`src/hw/rtl/cptm_pkg.sv`:
```
package cptm_pkg;

    localparam int CFG_DATA_W  = 32;
    localparam int CFG_INDEX_W = 2;
    localparam int CH_FIELD_W  = 3;
    localparam int COUNT_W     = 16;
    localparam int TIME_W      = 32;
    localparam int TMO_W       = 16;
    localparam int VALUE_W     = 32;

    // The frequency is clock / (delta * 100), with 100 < 2**7.
    localparam int FREQ_SCALE  = 100;
    localparam int DIVIDEND_W  = 32;
    localparam int DIVISOR_W   = COUNT_W + 7;
    localparam int DIV_STEP_W  = $clog2(DIVIDEND_W);

    localparam logic [CFG_DATA_W-1:0] CLOCK_HZ_RESET    = 32'd84000000;
    localparam logic [TMO_W-1:0]      FAN_TMO_RESET     = 16'd100;
    localparam logic [TMO_W-1:0]      PULSE_TMO_RESET   = 16'd21;

    localparam logic KIND_CAPTURE = 1'b0;
    localparam logic KIND_READ    = 1'b1;

    typedef enum logic [CFG_INDEX_W-1:0] {
        REG_CLOCK_HZ  = 2'd0,
        REG_FAN_TMO   = 2'd1,
        REG_PULSE_TMO = 2'd2
    } cfg_reg_t;

    typedef struct packed {
        logic                  kind;
        logic [CH_FIELD_W-1:0] channel;
        logic [COUNT_W-1:0]    capture_count;
        logic [TIME_W-1:0]     now_ms;
    } item_t;

    typedef struct packed {
        logic [VALUE_W-1:0] measured_value;
        logic               recent;
        logic               value_updated;
    } result_t;

    typedef struct packed {
        logic [CFG_DATA_W-1:0] clock_hz;
        logic [TMO_W-1:0]      fan_timeout_ms;
        logic [TMO_W-1:0]      pulse_timeout_ms;
    } cfg_t;

    typedef struct packed {
        logic                  start;
        logic [DIVIDEND_W-1:0] dividend;
        logic [DIVISOR_W-1:0]  divisor;
    } div_req_t;

    typedef struct packed {
        logic                  done;
        logic [DIVIDEND_W-1:0] quotient;
    } div_rsp_t;

endpackage

```
`src/hw/rtl/cptm_stream_if.sv`:
```
interface cptm_stream_if #(
    parameter type T = logic
);
    logic valid;
    logic ready;
    T     data;

    modport source (output valid, output data, input ready);
    modport sink (input valid, input data, output ready);
endinterface

```
`src/hw/rtl/cptm_cfg.sv`:
```
module cptm_cfg (
    input  logic                              clk,
    input  logic                              rst_n,
    input  logic                              we,
    input  logic [cptm_pkg::CFG_INDEX_W-1:0]  index,
    input  logic [cptm_pkg::CFG_DATA_W-1:0]   data,
    output cptm_pkg::cfg_t                    cfg
);
    import cptm_pkg::*;

    cfg_t cfg_reg;
    cfg_t cfg_next;

    always_comb
    begin
        cfg_next = cfg_reg;
        if (we)
        begin
            unique case (index)
                REG_CLOCK_HZ:  cfg_next.clock_hz         = data;
                REG_FAN_TMO:   cfg_next.fan_timeout_ms   = data[TMO_W-1:0];
                REG_PULSE_TMO: cfg_next.pulse_timeout_ms = data[TMO_W-1:0];
                default:       cfg_next = cfg_reg;
            endcase
        end
    end

    always_ff @(posedge clk or negedge rst_n)
    begin
        if (!rst_n)
        begin
            cfg_reg.clock_hz         <= CLOCK_HZ_RESET;
            cfg_reg.fan_timeout_ms   <= FAN_TMO_RESET;
            cfg_reg.pulse_timeout_ms <= PULSE_TMO_RESET;
        end
        else
        begin
            cfg_reg <= cfg_next;
        end
    end

    assign cfg = cfg_reg;

endmodule

```
`src/hw/rtl/cptm_div.sv`:
```
module cptm_div (
    input  logic                clk,
    input  logic                rst_n,
    input  cptm_pkg::div_req_t  req,
    output cptm_pkg::div_rsp_t  rsp
);
    import cptm_pkg::*;

    localparam logic [DIV_STEP_W-1:0] STEP_LAST = DIV_STEP_W'(DIVIDEND_W - 1);

    logic                  busy_reg, busy_next;
    logic                  done_reg, done_next;
    logic [DIV_STEP_W-1:0] step_reg, step_next;
    logic [DIVIDEND_W-1:0] dvd_reg, dvd_next;
    logic [DIVISOR_W-1:0]  rem_reg, rem_next;
    logic [DIVISOR_W-1:0]  dvs_reg, dvs_next;

    logic [DIVISOR_W:0]    shifted;
    logic [DIVISOR_W+1:0]  diff;
    logic                  fits;

    // One quotient bit per cycle: the dividend shifts out at the top while
    // quotient bits shift in at the bottom of the same register.
    assign shifted = {rem_reg, dvd_reg[DIVIDEND_W-1]};
    assign diff    = {1'b0, shifted} - {2'b00, dvs_reg};
    assign fits    = !diff[DIVISOR_W+1];

    always_comb
    begin
        busy_next = busy_reg;
        done_next = 1'b0;
        step_next = step_reg;
        dvd_next  = dvd_reg;
        rem_next  = rem_reg;
        dvs_next  = dvs_reg;
        if (req.start)
        begin
            busy_next = 1'b1;
            step_next = '0;
            dvd_next  = req.dividend;
            rem_next  = '0;
            dvs_next  = req.divisor;
        end
        else if (busy_reg)
        begin
            dvd_next  = {dvd_reg[DIVIDEND_W-2:0], fits};
            rem_next  = fits ? diff[DIVISOR_W-1:0] : shifted[DIVISOR_W-1:0];
            step_next = step_reg + 1'b1;
            if (step_reg == STEP_LAST)
            begin
                busy_next = 1'b0;
                done_next = 1'b1;
            end
        end
    end

    always_ff @(posedge clk or negedge rst_n)
    begin
        if (!rst_n)
        begin
            busy_reg <= 1'b0;
            done_reg <= 1'b0;
            step_reg <= '0;
        end
        else
        begin
            busy_reg <= busy_next;
            done_reg <= done_next;
            step_reg <= step_next;
        end
    end

    always_ff @(posedge clk)
    begin
        dvd_reg <= dvd_next;
        rem_reg <= rem_next;
        dvs_reg <= dvs_next;
    end

    assign rsp.done     = done_reg;
    assign rsp.quotient = dvd_reg;

endmodule

```
`src/hw/rtl/capture_pulse_and_tach_meter.sv`:
```
// Capture pulse-width and fan tachometer meter.
// The item channel takes capture edges (kind 0) and status reads (kind 1) for
// one channel each; every item gives exactly one transfer on the result channel.
// Edges pair up per channel: pulse channels store a positive second minus first
// count, the fan channel stores clock_hz / (delta * 100) for nonzero delta, by a
// bit-serial restoring divider that retires one quotient bit per cycle.
// One item is in work at a time. A read, a first edge or a pulse edge passes
// through the EXEC and DONE states before its result is loaded into the output
// register; a fan measurement also waits in DIV for the 32 steps of the divider.
// The input is ready again in the cycle after the result is loaded into the
// output register, so a new item is taken while the previous result still
// waits for its transfer.
// If the receiver stalls, a finished result waits in the output register and
// the following item waits, done, until that register is free.
// Configuration writes (cfg_we, cfg_index, cfg_data) take effect at the next
// edge and are meant for idle periods only.
// Reset clears every channel (disarmed, counts, stamps and values zero) and
// loads the configuration defaults.
module capture_pulse_and_tach_meter #(
    parameter int NUM_CHANNELS  = 5,
    parameter int FAN_CHANNEL   = 4,
    parameter int COUNTER_WIDTH = 16
) (
    input  logic                              clk,
    input  logic                              rst_n,
    cptm_stream_if.sink                       item,
    cptm_stream_if.source                     result,
    input  logic                              cfg_we,
    input  logic [cptm_pkg::CFG_INDEX_W-1:0]  cfg_index,
    input  logic [cptm_pkg::CFG_DATA_W-1:0]   cfg_data
);
    import cptm_pkg::*;

    localparam int IDX_W = $clog2(NUM_CHANNELS);
    localparam int EXT_W = (IDX_W > CH_FIELD_W) ? IDX_W : CH_FIELD_W;
    localparam logic [COUNT_W-1:0] CNT_MASK = (COUNTER_WIDTH >= COUNT_W) ?
        {COUNT_W{1'b1}} : COUNT_W'((64'd1 << COUNTER_WIDTH) - 64'd1);
    localparam bit FAN_PRESENT = (FAN_CHANNEL < NUM_CHANNELS);

    typedef enum logic [3:0] {
        S_IDLE = 4'b0001,
        S_EXEC = 4'b0010,
        S_DIV  = 4'b0100,
        S_DONE = 4'b1000
    } state_t;

    state_t   state_reg, state_next;
    item_t    it_reg, it_next;
    logic     upd_reg, upd_next;
    logic     res_valid_reg, res_valid_next;
    result_t  res_data_reg, res_data_next;

    logic                  armed_reg [NUM_CHANNELS];
    logic [COUNT_W-1:0]    first_reg [NUM_CHANNELS];
    logic [TIME_W-1:0]     last_reg  [NUM_CHANNELS];
    logic [VALUE_W-1:0]    value_reg [NUM_CHANNELS];

    cfg_t      cfg;
    div_req_t  div_req;
    div_rsp_t  div_rsp;

    logic [EXT_W-1:0]   ch_ext;
    logic [IDX_W-1:0]   idx;
    logic               in_range;
    logic               is_fan;
    logic               armed_rd;
    logic [COUNT_W-1:0] first_rd;
    logic [TIME_W-1:0]  last_rd;
    logic [VALUE_W-1:0] value_rd;
    logic [COUNT_W-1:0] cnt_m;
    logic [COUNT_W-1:0] delta;
    logic [TMO_W-1:0]   tmo;
    logic [TIME_W-1:0]  limit;
    logic               recent;

    logic set_first, clr_armed, stamp, pulse_wr, fan_wr, res_load;

    cptm_cfg u_cfg (
        .clk   (clk),
        .rst_n (rst_n),
        .we    (cfg_we),
        .index (cfg_index),
        .data  (cfg_data),
        .cfg   (cfg)
    );

    cptm_div u_div (
        .clk   (clk),
        .rst_n (rst_n),
        .req   (div_req),
        .rsp   (div_rsp)
    );

    assign ch_ext   = EXT_W'(it_reg.channel);
    assign idx      = ch_ext[IDX_W-1:0];
    assign in_range = int'(it_reg.channel) < NUM_CHANNELS;
    assign is_fan   = FAN_PRESENT && (int'(it_reg.channel) == FAN_CHANNEL);

    // Reads past the last channel only happen when in_range is low, and then
    // the read data is masked off.
    assign armed_rd = armed_reg[idx];
    assign first_rd = first_reg[idx];
    assign last_rd  = last_reg[idx];
    assign value_rd = value_reg[idx];

    assign cnt_m  = it_reg.capture_count & CNT_MASK;
    assign delta  = (cnt_m - first_rd) & CNT_MASK;
    assign tmo    = is_fan ? cfg.fan_timeout_ms : cfg.pulse_timeout_ms;
    assign limit  = last_rd + TIME_W'(tmo);
    assign recent = (it_reg.now_ms <= limit);

    assign item.ready = (state_reg == S_IDLE);
    assign it_next    = ((state_reg == S_IDLE) && item.valid) ? item.data : it_reg;

    always_comb
    begin
        state_next       = state_reg;
        upd_next         = upd_reg;
        set_first        = 1'b0;
        clr_armed        = 1'b0;
        stamp            = 1'b0;
        pulse_wr         = 1'b0;
        fan_wr           = 1'b0;
        res_load         = 1'b0;
        div_req.start    = 1'b0;
        div_req.dividend = cfg.clock_hz;
        // floor(floor(c / d) / 100) equals floor(c / (100 * d)).
        div_req.divisor  = DIVISOR_W'(delta) * DIVISOR_W'(FREQ_SCALE);

        unique case (state_reg)
            S_IDLE:
            begin
                if (item.valid)
                begin
                    state_next = S_EXEC;
                    upd_next   = 1'b0;
                end
            end
            S_EXEC:
            begin
                state_next = S_DONE;
                if (in_range && (it_reg.kind == KIND_CAPTURE))
                begin
                    stamp = 1'b1;
                    if (!armed_rd)
                    begin
                        set_first = 1'b1;
                    end
                    else
                    begin
                        clr_armed = 1'b1;
                        if (is_fan)
                        begin
                            if (delta != '0)
                            begin
                                div_req.start = 1'b1;
                                state_next    = S_DIV;
                            end
                        end
                        else if (cnt_m > first_rd)
                        begin
                            pulse_wr = 1'b1;
                            upd_next = 1'b1;
                        end
                    end
                end
            end
            S_DIV:
            begin
                if (div_rsp.done)
                begin
                    fan_wr     = 1'b1;
                    upd_next   = 1'b1;
                    state_next = S_DONE;
                end
            end
            S_DONE:
            begin
                if (!res_valid_reg || result.ready)
                begin
                    res_load   = 1'b1;
                    state_next = S_IDLE;
                end
            end
            default:
            begin
                state_next = S_IDLE;
            end
        endcase
    end

    always_comb
    begin
        res_valid_next = res_valid_reg;
        res_data_next  = res_data_reg;
        if (res_load)
        begin
            res_valid_next               = 1'b1;
            res_data_next.measured_value = in_range ? value_rd : '0;
            res_data_next.recent         = in_range && recent;
            res_data_next.value_updated  = upd_reg;
        end
        else if (result.ready)
        begin
            res_valid_next = 1'b0;
        end
    end

    always_ff @(posedge clk or negedge rst_n)
    begin
        if (!rst_n)
        begin
            state_reg     <= S_IDLE;
            upd_reg       <= 1'b0;
            res_valid_reg <= 1'b0;
        end
        else
        begin
            state_reg     <= state_next;
            upd_reg       <= upd_next;
            res_valid_reg <= res_valid_next;
        end
    end

    always_ff @(posedge clk)
    begin
        it_reg       <= it_next;
        res_data_reg <= res_data_next;
    end

    always_ff @(posedge clk or negedge rst_n)
    begin
        if (!rst_n)
        begin
            for (int i = 0; i < NUM_CHANNELS; i++)
            begin
                armed_reg[i] <= 1'b0;
                first_reg[i] <= '0;
                last_reg[i]  <= '0;
                value_reg[i] <= '0;
            end
        end
        else
        begin
            if (set_first)
            begin
                first_reg[idx] <= cnt_m;
                armed_reg[idx] <= 1'b1;
            end
            if (clr_armed)
            begin
                armed_reg[idx] <= 1'b0;
            end
            if (stamp)
            begin
                last_reg[idx] <= it_reg.now_ms;
            end
            if (pulse_wr)
            begin
                value_reg[idx] <= VALUE_W'(cnt_m - first_rd);
            end
            if (fan_wr)
            begin
                value_reg[idx] <= VALUE_W'(div_rsp.quotient);
            end
        end
    end

    assign result.valid = res_valid_reg;
    assign result.data  = res_data_reg;

endmodule

```
`src/flat_wrapper.sv`:
```
// flat-port wrapper written by rule: the top's interface ports become plain ports
module capture_pulse_and_tach_meter_flat import cptm_pkg::*;
#(
    parameter int NUM_CHANNELS  = 5,
    parameter int FAN_CHANNEL   = 4,
    parameter int COUNTER_WIDTH = 16
)
  (clk, rst_n, cfg_we, cfg_index, cfg_data, item_valid, item_data, item_ready, result_valid, result_data, result_ready);
  cptm_stream_if #(.T(item_t)) item_i ();
  cptm_stream_if #(.T(result_t)) result_i ();
  input  logic clk;
  input  logic rst_n;
  input  logic cfg_we;
  input  logic [cptm_pkg::CFG_INDEX_W-1:0] cfg_index;
  input  logic [cptm_pkg::CFG_DATA_W-1:0] cfg_data;
  input wire logic [$bits(item_i.valid)-1:0] item_valid;
  input wire logic [$bits(item_i.data)-1:0] item_data;
  output wire logic [$bits(item_i.ready)-1:0] item_ready;
  output wire logic [$bits(result_i.valid)-1:0] result_valid;
  output wire logic [$bits(result_i.data)-1:0] result_data;
  input wire logic [$bits(result_i.ready)-1:0] result_ready;
  assign item_i.valid = item_valid;
  assign item_i.data = item_data;
  assign item_ready = item_i.ready;
  assign result_valid = result_i.valid;
  assign result_data = result_i.data;
  assign result_i.ready = result_ready;
  capture_pulse_and_tach_meter #(.NUM_CHANNELS(NUM_CHANNELS), .FAN_CHANNEL(FAN_CHANNEL), .COUNTER_WIDTH(COUNTER_WIDTH)) u_core (.clk(clk), .rst_n(rst_n), .item(item_i), .result(result_i), .cfg_we(cfg_we), .cfg_index(cfg_index), .cfg_data(cfg_data));
endmodule
```
`config.mk`:
```
export PLATFORM = sky130hd
export DESIGN_NAME = capture_pulse_and_tach_meter_flat
export DESIGN_NICKNAME = d
export VERILOG_FILES = /design/src/hw/rtl/cptm_pkg.sv /design/src/hw/rtl/cptm_stream_if.sv /design/src/hw/rtl/cptm_cfg.sv /design/src/hw/rtl/cptm_div.sv /design/src/hw/rtl/capture_pulse_and_tach_meter.sv /design/src/flat_wrapper.sv
export SDC_FILE = /design/constraint.sdc
export NUM_CORES = 1
export LEC_CHECK = 0
export BUFFER_PORTS_ARGS = -buffer_cell sky130_fd_sc_hd__buf_2
export CELL_PAD_IN_SITES_DETAIL_PLACEMENT = 1
export CELL_PAD_IN_SITES_GLOBAL_PLACEMENT = 1
export CORE_MARGIN = 2
export CORE_UTILIZATION = 47
export DETAILED_ROUTE_END_ITERATION = 12
export PLACE_DENSITY_LB_ADDON = 0.25
export SLEW_MARGIN = 20
export SYNTH_ARGS = -nofsm -noshare
export SYNTH_HDL_FRONTEND = slang
export SYNTH_HIERARCHICAL = 1
export SYNTH_SLANG_ARGS = --single-unit
```
`constraint.sdc`:
```
create_clock -name clk -period 7.69 [get_ports clk]
set_input_delay 0 -clock clk [delete_from_list [all_inputs] [get_ports clk]]
set_output_delay 0 -clock clk [all_outputs]
set_load 0.02 [all_outputs]
```
* After elaboration in Yosys (flattened, before gate mapping)
Index checks and enable logic that the tools add are counted.
** Operators by class
- Add/subtract/negate cells :: 5
- Multiplexer cells :: 77
- Bitwise logic cells :: 5
- Reductions and logical operators :: 17
- Eq/ne operators :: 15
- Order comparisons :: 5
- Multipliers :: 1
** Operators with widths (count)
- 160-bit bitwise mux :: 3
- 160-bit 2-to-1 mux :: 2
- 32-bit 2-to-1 mux :: 7
- 32-bit binary-select mux with 3-bit select :: 2
- 32-bit demux with 3-bit select :: 1
- 80-bit bitwise mux :: 1
- 16-bit 2-to-1 mux :: 4
- 16-bit binary-select mux with 3-bit select :: 1
- 16-bit demux with 3-bit select :: 1
- 1-bit 2-to-1 mux :: 39
- 32-bit by 16-bit adder with 32-bit output :: 1
- 32-bit <= comparator :: 1
- 4-bit 2-to-1 mux :: 7
- 24-bit by 23-bit subtractor with 25-bit output :: 1
- 23-bit 2-to-1 mux :: 1
- 16-bit by 5-bit multiplier with 21-bit output (second input constant) :: 1
- 5-bit 2-to-1 mux :: 4
- 16-bit by 16-bit subtractor with 17-bit output :: 1
- 16-bit > comparator :: 1
- 4-bit one-hot mux with 4 select lines :: 1
- 16-bit nonzero test :: 1
- 16-bit subtractor :: 1
- 2-bit by 1-bit inequality test with 1-bit output (second input constant) :: 4
- 7-bit AND reduction :: 1
- 29 further kinds :: 38
** Storage, ports and cells
- Logic and storage cells :: 164
- Input bits :: 91
- Output and inout port bits :: 36
- Register bits after elaboration :: 644

* Logic depth before layout (Yosys ltp)
Gate-level depths: netlist of the first run.
- Depth after elaboration :: 13
- Depth in mapped cells :: 31
- Mapped depth without buffers :: 27

* Modules after synthesis
Netlist of the first run, hierarchy kept.
** By module, submodules not included
- capture_pulse_and_tach_meter :: area each 25418.1 sq um, cells an instance 2048, times used 1, seq. area each 12868.6 sq um
- cptm_div :: area each 4779.6 sq um, cells an instance 443, times used 1, seq. area each 2287.2 sq um
- cptm_cfg :: area each 2437.3 sq um, cells an instance 136, times used 1, seq. area each 1620.3 sq um

* Worst setup path before layout of the first run
OpenSTA, ideal clock, no wires.
- Kind :: flip-flop to flip-flop
- From :: register u_core.it_reg (netlist bit u_core/ch_ext[1])
- To :: register u_core.u_div.dvd_reg[0] (enable)
- Library setup time :: 0.389 ns
- Required time :: 7.301 ns
- Path slack :: 0.404 ns
- Period minus slack after synthesis :: 7.286 ns
- Path buffers :: 9
- Cell stages (with the launch flop) :: 26
- Arrival :: 6.897 ns
- Path through :: edfxtp_1 -> buf_4 -> buf_2 -> buf_2 -> clkbuf_1 -> buf_2 -> clkbuf_1 -> mux4_2 -> a22oi_1 -> ha_1 -> clkbuf_1 -> a21o_1 -> a21o_1 -> or3_1 -> a41o_1 -> a211oi_1 -> xnor2_1 -> inv_1 -> ha_1 -> nand4_1 -> nor4_1 -> nor2_1 -> clkbuf_1 -> inv_1 -> clkbuf_1 -> nand2_1
** RTL lines
- start: declaration :: RTL line capture_pulse_and_tach_meter.sv:48 : item_t it_reg, it_next;
- start signal: assignment :: RTL line capture_pulse_and_tach_meter.sv:227 : it_reg <= it_next;
- end signal: assignment :: RTL line cptm_div.sv:75 : dvd_reg <= dvd_next;
- end: declaration :: RTL line cptm_div.sv:14 : logic [DIVIDEND_W-1:0] dvd_reg, dvd_next;

* Worst setup path in the final report of the first run
- From :: register u_core.it_reg (netlist bit u_core/ch_ext[1])
- To :: register u_core.res_data_reg (netlist bit u_core/result.data[1]), data pin
** Between the ends
- Longest elaborated chain between the ends :: 7
- Elaborated cells on any way between the ends :: 10
- Those cells by class :: 1 x add/sub; 2 x order compare; 1 x eq/ne; 4 x mux; 1 x bitwise; 1 x reduce/logical
** Ends and longest elaborated chain
- 3-bit inverter with 4-bit output (not written as such) :: RTL line capture_pulse_and_tach_meter.sv:103 : assign last_rd = last_reg[idx];
- 32-bit binary-select mux with 3-bit select :: RTL line capture_pulse_and_tach_meter.sv:103
- 32-bit 2-to-1 mux (not written as such) (2 in a row) :: RTL line capture_pulse_and_tach_meter.sv:103
- 32-bit by 16-bit adder with 32-bit output :: RTL line capture_pulse_and_tach_meter.sv:109 : assign limit = last_rd + TIME_W'(tmo);
- 32-bit <= comparator :: RTL line capture_pulse_and_tach_meter.sv:110 : assign recent = (it_reg.now_ms <= limit);
- 1-bit logical AND * :: RTL line capture_pulse_and_tach_meter.sv:200 : res_data_next.recent = in_range && recent;
- end signal: assignment :: RTL line capture_pulse_and_tach_meter.sv:228 : res_data_reg <= res_data_next;
- end: declaration :: RTL line capture_pulse_and_tach_meter.sv:51 : result_t res_data_reg, res_data_next;
Mark *: on every way between the ends. The rest lies on a longest branch, timed or not. The select of a mux whose other input is x is not followed.
A chain may end at the register's enable or synchronous reset.

==> metrics, run 1 <==
final setup violation count 0; clk buf depth 3; EDFF count, synth roughly 140; sequential power share 0.324; clock latency on the worst-skew pair between 0.6 and 0.7 ns; pin count of the biggest net entering global routing 172; global-route wire length before repair between 100000 and 150000 um; vias in the first global route 25160; Mapped Cells approximately 2600; Final Hold Vio Count 0; Worst Hold Slack 0.08342 ns; number of diodes 0; All-Layer GR Usage 0.2685; Final ANT Viol Nets 0; fraction of registers with async set/reset 0.7461; CP peak stage delay roughly 0.73 ns; Critical Path RT 8.18 ns; Worst VDD drop between 500 and 600 uV; top cells by area, synth dfrtp_1, mux2_2, edfxtp_1; cell family contributing the most delay on the critical path compound AO/OA/AOI/OAI gates; DRC viols 0; Psw 5.922 mW; setup TNS 0 ns; fin crit share 0.9053; Synth warnings 6; Final Slew Violations 0; max-cap violation count 0; Die Footprint between 0.07 and 0.08 mm^2; placed insts between 3000 and 4000; TritonCTS clock tree built; # nets final between 3000 and 4000; Worst Clk Skew roughly 0.03 ns; Hold WC Path Type in -> reg; Cell Area, Synth ~0.033 mm^2; sequential area share after synthesis 0.5141; Die W approximately 270 um; Post-CTS Resized 0; via count 23000; final WL 94290 um; startpoint types flop; Netlist cell types 93; layout cells sized above 1 0.2652; Clk pwr share 0.219; Post-synth top flop dfrtp_1; hold path depth 2; CP endpoint kind flop; Initial Util 0.4750; worst setup margin 0.7285 ns; cells on worst reg2reg path 24; Buf/Inv on CP 3; P_leak about 17 nW; # H-tree levels 3; synthesis-to-layout area growth 14.87%; max frequency about 140 MHz; clock root buffer clkbuf_16; Port Buffers 126; Die H 267.5 um; DPL Wire Length 61680 um; Synth top area share 0.3573; vias per cell approximately 6.0; Place WS approximately 0.77 ns; Min Clock Period, post-route approximately 7 ns; Post-Layout Cell Count 3819; dpl cell area 0.03434 mm^2; Worst Path Max Fanout a little over 40; Sink Count approximately 650; post-route design area between 0.03 and 0.04 mm^2; Detailed Routing Iterations Pass 1 5; antenna violations before repair 0; top cells by count, synth dfrtp_1, mux2_2, nor2_1; WP data arrival ~7.5 ns; Synth Register Bits approximately 650; most frequent CP cell o21ai_0; Congestion Overflow GR 0; Slew headroom 0.1860; most frequent cell after synthesis dfrtp_1; Wirelength per Cell approximately 25 um; critical path type reg -> reg; Logic pwr share 0.458; First DRT Iteration DRCs around 1600; Finished Core Util 0.5456; Synth area leader dfrtp_1; status completed; CP Depth 24; switching share of power 0.3872; Slew @ Worst Pin around 1.2 ns; Worst-path clk slew around 0.06 ns; pwr dens about 410 mW/mm^2; Cell Chain, Critical Path buf_4 > buf_4 > mux2i_1 > o21ai_0 > a221oi_1 > inv_1 > ha_1 > a21o_1 > a21oi_1 > o21ai_0 > o311ai_0 > and2_1 > o21ai_1 > o21ai_0 > xor2_1 > ha_1 > a21oi_1 > nor2b_1 > o21ai_0 > nand2b_1 > a2111oi_0 > o32ai_1 > a2111oi_0 > a41o_1; total power ~15 mW; Syn Area/Cell about 12 um^2; # rows 96; CP max-delay cell buf_4; RSZ-0062 raised after global routing false; io pins 127; core box area roughly 0.069 mm^2; Final GP Congestion about 0.87; CTS Buf Count 72; P_int around 9.4 mW
-- path summary, 6_finish.rpt --
path,from,to,slack [ns]
min in group asynchronous,rst_n,asynchronous set/reset pin,0.51
worst min-delay path,item_data[28],u_core/it_reg[28],0.08
max in group asynchronous,rst_n,u_core/last_reg[110],5.69
worst max-delay path,u_core/ch_ext[1],u_core/result.data[1],0.73
worst min register to register,flop,flop,0.48
worst max register to register,u_core/ch_ext[1],u_core/result.data[1],0.73
-- per-layer routing --
layer | routed length (um) | vias to the layer above | track usage
li1 | - | 10200 | -
met1 | 40110 | 12020 | 0.3498
met2 | 46680 | 604 | 0.4592
met3 | 4369 | 172 | 0.03898
met4 | 3137 | 0 | 0.09165
met5 | 0 | - | 0
-- power by group through the flow --
| stage | logic [mW] | registers [mW] | clock network [mW] |
|---|---|---|---|
| after floorplan | 5.05 | 4.82 | 0 |
| after global placement | 6.55 | 4.94 | 0 |
| after detailed placement | 6.91 | 5.00 | 0 |
| after CTS | 7.02 | 4.95 | 3.41 |
| after global routing | 7.81 | 5.04 | 3.55 |
| final | 7.00 | 4.95 | 3.34 |
-- layout make-up --
class,count,area (um^2)
Clock buffer,98,1979
Sequential cell,646,16780
Fill cell,7005,31220
Inverter,123,461.7
Multi-Input combinational cell,1723,14890
Clock inverter,35,281.5
Timing Repair Buffer,263,1929
Tap cell,931,1165
-- kinds of logic (layout without fill, tap and decap cells) --
family          count (synthesis)  count (layout)  synth area share
flops                         646             646            0.5141
compound gates                553             553            0.1216
mux                           481             481            0.1797
simple gates                  456             456           0.06790
buf+inv                       259             519           0.03282
fa+ha+maj                     162             162           0.06533
xor+xnor                       69              69           0.01852
other cells                     1               2         0.0001149
-- timing repair --
action / 4_1_cts / 5_1_grt
setup buffers: 0 / 0
endpoints found under the hold margin: 208 / 0
endpoints found under the setup margin: 0 / 0
hold buffers: 89 / 0
-- placed cells by master (no fill, tap or decap), types with 11 or more instances in the layout --
cell and count:
a211oi_1 48, a21o_1 23, a21oi_1 102, a221o_1 65, a221oi_1 11, a22o_1 29, a22oi_1 34, buf_2 125
buf_4 45, clkbuf_1 18, clkbuf_16 72, clkinv_2 18, dfrtp_1 466, dfstp_2 16, dfxtp_1 23, dlygate4sd3_1 89
edfxtp_1 141, fa_1 14, ha_1 148, inv_1 122, mux2_2 377, mux2i_1 56, mux4_2 46, nand2_1 110
nand2b_1 19, nand3_1 24, nand4_1 16, nor2_1 140, nor2b_1 12, nor3_1 56, o211ai_1 18, o21a_1 18
o21ai_0 88, o22ai_1 33, or3_1 14, xnor2_1 40, xor2_1 29
No activity file was read; power rests on OpenSTA's default activity.
==> run 2: changes to the inputs <==
Settings changed: ABC_AREA set to 1, CORE_UTILIZATION 47 to 43, SLEW_MARGIN 20 to 25.
==> metrics, run 2 <==
final WL 118500 um (was 94290 um); Die W 290.4 um (was 267.5 um); io pins 127 (unchanged); Psw 5.520 mW (was 5.922 mW); DRC viols 0 (unchanged); Worst-path clk slew 0.06 ns (about the same); sequential area share after synthesis 0.4755 (was 0.5141); Worst Hold Slack 0.005611 ns (was 0.08342 ns); Slew headroom 0.3095 (was 0.1860); Synth area leader dfrtp_1 (unchanged); max-cap violation count 0 (unchanged); CTS Buf Count 76 (was 72); antenna violations before repair 9 (was 0); First DRT Iteration DRCs 2271 (was 1648); top cells by area, synth dfrtp_1, nand2_1, edfxtp_1 (was dfrtp_1, mux2_2, edfxtp_1); Port Buffers 126 (unchanged); clock root buffer clkbuf_16 (unchanged); Worst Clk Skew 0.04740 ns (was 0.02960 ns); clk buf depth 3 (unchanged); Wirelength per Cell 20.97 um (was 24.69 um); pwr dens 346.5 mW/mm^2 (was 408.0 mW/mm^2); Fillers 9927 (was 7005); Final Hold Vio Count 0 (unchanged); Final Slew Violations 0 (unchanged); top cells by count, synth nand2_1, dfrtp_1, inv_1 (was dfrtp_1, mux2_2, nor2_1); DPL Wire Length 77420 um (was 61680 um); most frequent cell after synthesis nand2_1 (was dfrtp_1); pin count of the biggest net entering global routing 165 (was 172); Final GP Congestion 0.8597 (was 0.8677); global-route wire length before repair 187300 um (was 147700 um); All-Layer GR Usage 0.2822 (was 0.2685); # H-tree levels 3 (unchanged); switching share of power 0.3956 (was 0.3872); Post-CTS Resized 0 (unchanged); Worst Path Max Fanout 25 (was 41); Slew @ Worst Pin 1.035 ns (was 1.218 ns); WP data arrival 6.96 ns (was 7.45 ns); status completed (unchanged); sequential power share 0.354 (was 0.324); core box area 0.08172 mm^2 (was 0.06871 mm^2); Die Footprint 0.08436 mm^2 (was 0.07156 mm^2); P_int 8.436 mW (was 9.371 mW); RSZ-0062 raised after global routing false (unchanged); P_leak 20.01 nW (was 16.88 nW); area of the multi-input gates 0.01589 mm^2 (was 0.01489 mm^2); Critical Path RT 8.05 ns (was 8.18 ns); Post-synth top flop dfrtp_1 (unchanged); Clk pwr share 0.264 (was 0.219); Hold WC Path Type in -> async (was in -> reg); Worst VDD drop 289.9 uV (was 544.4 uV); max frequency 151.5 MHz (was 143.6 MHz); Congestion Overflow GR 0 (unchanged); via count 30960 (was 23000); Sink Count 646 (unchanged); fin crit share 0.8584 (was 0.9053); # nets final 4769 (was 3082); layout cells sized above 1 0.09694 (was 0.2652); critical path type reg -> reg (unchanged); EDFF count, synth 141 (unchanged); startpoint types flop (unchanged); CP endpoint kind flop (unchanged); Reg area 0.01678 mm^2 (unchanged); Mapped Cells 4372 (was 2627); synthesis-to-layout area growth 14.16% (was 14.87%); Synth top area share 0.3305 (was 0.3573); Cell Area, Synth 0.03528 mm^2 (was 0.03264 mm^2); Synth Register Bits 646 (unchanged); Netlist cell types 55 (was 93); Synth warnings 6 (unchanged); clock latency on the worst-skew pair 0.66 ns (was 0.63 ns); Initial Util 0.4318 (was 0.4750); vias in the first global route 32760 (was 25160); Detailed Routing Iterations Pass 1 5 (unchanged); Die H 290.4 um (was 267.5 um); commonest non-fill, non-tap cell in the layout nand2_1 (was dfrtp_1); # rows 105 (was 96); most frequent cells in the layout nand2_1, dfrtp_1, inv_1 (was dfrtp_1, mux2_2, ha_1); Min Clock Period, post-route 6.601 ns (was 6.962 ns); fraction of registers with async set/reset 0.7461 (unchanged); setup TNS 0 ns (unchanged); Final ANT Viol Nets 0 (unchanged); TritonCTS clock tree built (unchanged); Syn Area/Cell 8.070 um^2 (was 12.42 um^2); Logic pwr share 0.382 (was 0.458); final setup violation count 0 (unchanged); vias per cell 5.476 (was 6.021)
## run 2: changes by cell type after synthesis, sizes merged, moves of 55 or more
cell,delta
buf,+55
nand4,+62
nand2,+1472
mux2i,-56
o21ai,+177
nor2,+96
inv,+335
nand3,+246
mux2,-320
## run 2: path summary, 6_finish.rpt
check | start | endpoint | slack (ns) | cells after the start
setup / recovery | u_core/ch_ext[0] | u_core/u_div/dvs_reg[15] | 1.09 | 22
hold / removal | rst_n | u_core/first_reg[35] | 0.006 | 2
setup reg to reg | u_core/ch_ext[0] | u_core/u_div/dvs_reg[15] | 1.09 | 22
hold reg to reg | u_core/u_cfg/cfg[47] | u_core/u_cfg/cfg[47] | 0.46 | 2
max in group asynchronous | rst_n | u_core/u_cfg/cfg[62] | 5.64 | 4
min in group clk | cfg_we | u_core/u_cfg/cfg[58] | 0.04 | 4
## run 2: stage by stage
step / instances / utilization / power (mW) / worst slack, ns / cell area (um^2)
final: 5654 / 0.4929 / 13.96 / 1.089 / 40280
after global placement: 5410 / 0.4489 / 10.08 / 1.472 / 36680
after CTS: 5649 / 0.4924 / 14.06 / 1.101 / 40230
after global routing: 5654 / 0.4929 / 15.00 / 0.5726 / 40280
after floorplan: 4373 / - / 8.567 / 1.875 / 35290
after detailed placement: 5410 / 0.4491 / 10.26 / 1.154 / 36700
## run 2: cell type report
type / count / area share
inverter: 459 / 0.04284
sequential: 646 / 0.4165
tap: 1070 / 0.03324
clock buffer: 116 / 0.05623
antenna: 4 / 0.0002485
clock inverter: 26 / 0.007424
multi-input combinational: 3067 / 0.3946
timing repair buffer: 266 / 0.04893
## run 2: cells by family after synthesis
| group | count (synthesis) | share of synthesized area |
|---|---|---|
| xor+xnor | 50 | 0.01241 |
| fa+ha+maj | 162 | 0.06043 |
| compound gates | 538 | 0.09075 |
| buf+inv | 660 | 0.07664 |
| other cells | 1 | 0.0001063 |
| flops | 646 | 0.4755 |
| mux | 59 | 0.01883 |
| simple gates | 2256 | 0.2653 |
## run 2: repair_timing
| action | CTS | global route |
|---|---|---|
| endpoints found under the hold margin | 215 | 0 |
| buffers inserted | 0 | 0 |
| hold buffers | 97 | 0 |
## run 2: per-layer routing
metal | global-route usage | share of wire | vias to the layer above | routed length (um)
met3 | 0.03732 | 0.047 | 213 | 5587
met5 | 0 | 0 | - | 0
met4 | 0.1082 | 0.036 | 0 | 4314
met2 | 0.4807 | 0.48 | 759 | 57200
li1 | - | - | 14500 | -
met1 | 0.3661 | 0.43 | 15490 | 51450
## run 2: power groups by stage
stage	combinational [mW]	sequential, mW	clock, mW
detailed placement	5.28	4.99	0
global route	6.08	5.02	3.89
CTS	5.36	4.93	3.76
floorplan	3.78	4.79	0
finish	5.33	4.94	3.68
global placement	5.11	4.97	0
## run 2: critical path: stages (launching register included)
cell	delay, ns
edfxtp_1	0.84
nor2_4	0.15
nand2_1	0.14
clkinv_2	0.41
a221oi_1	0.55
ha_1	0.36
nand2_1	0.08
nand2_1	0.06
inv_1	0.06
nand2_1	0.09
xnor2_1	0.69
inv_1	0.23
ha_1	0.34
ha_1	0.28
inv_1	0.06
fa_1	0.50
inv_1	0.04
ha_1	0.35
a21oi_1	0.20
a21boi_0	0.33
o21ai_0	0.23
a31oi_1	0.23
xor2_1	0.09
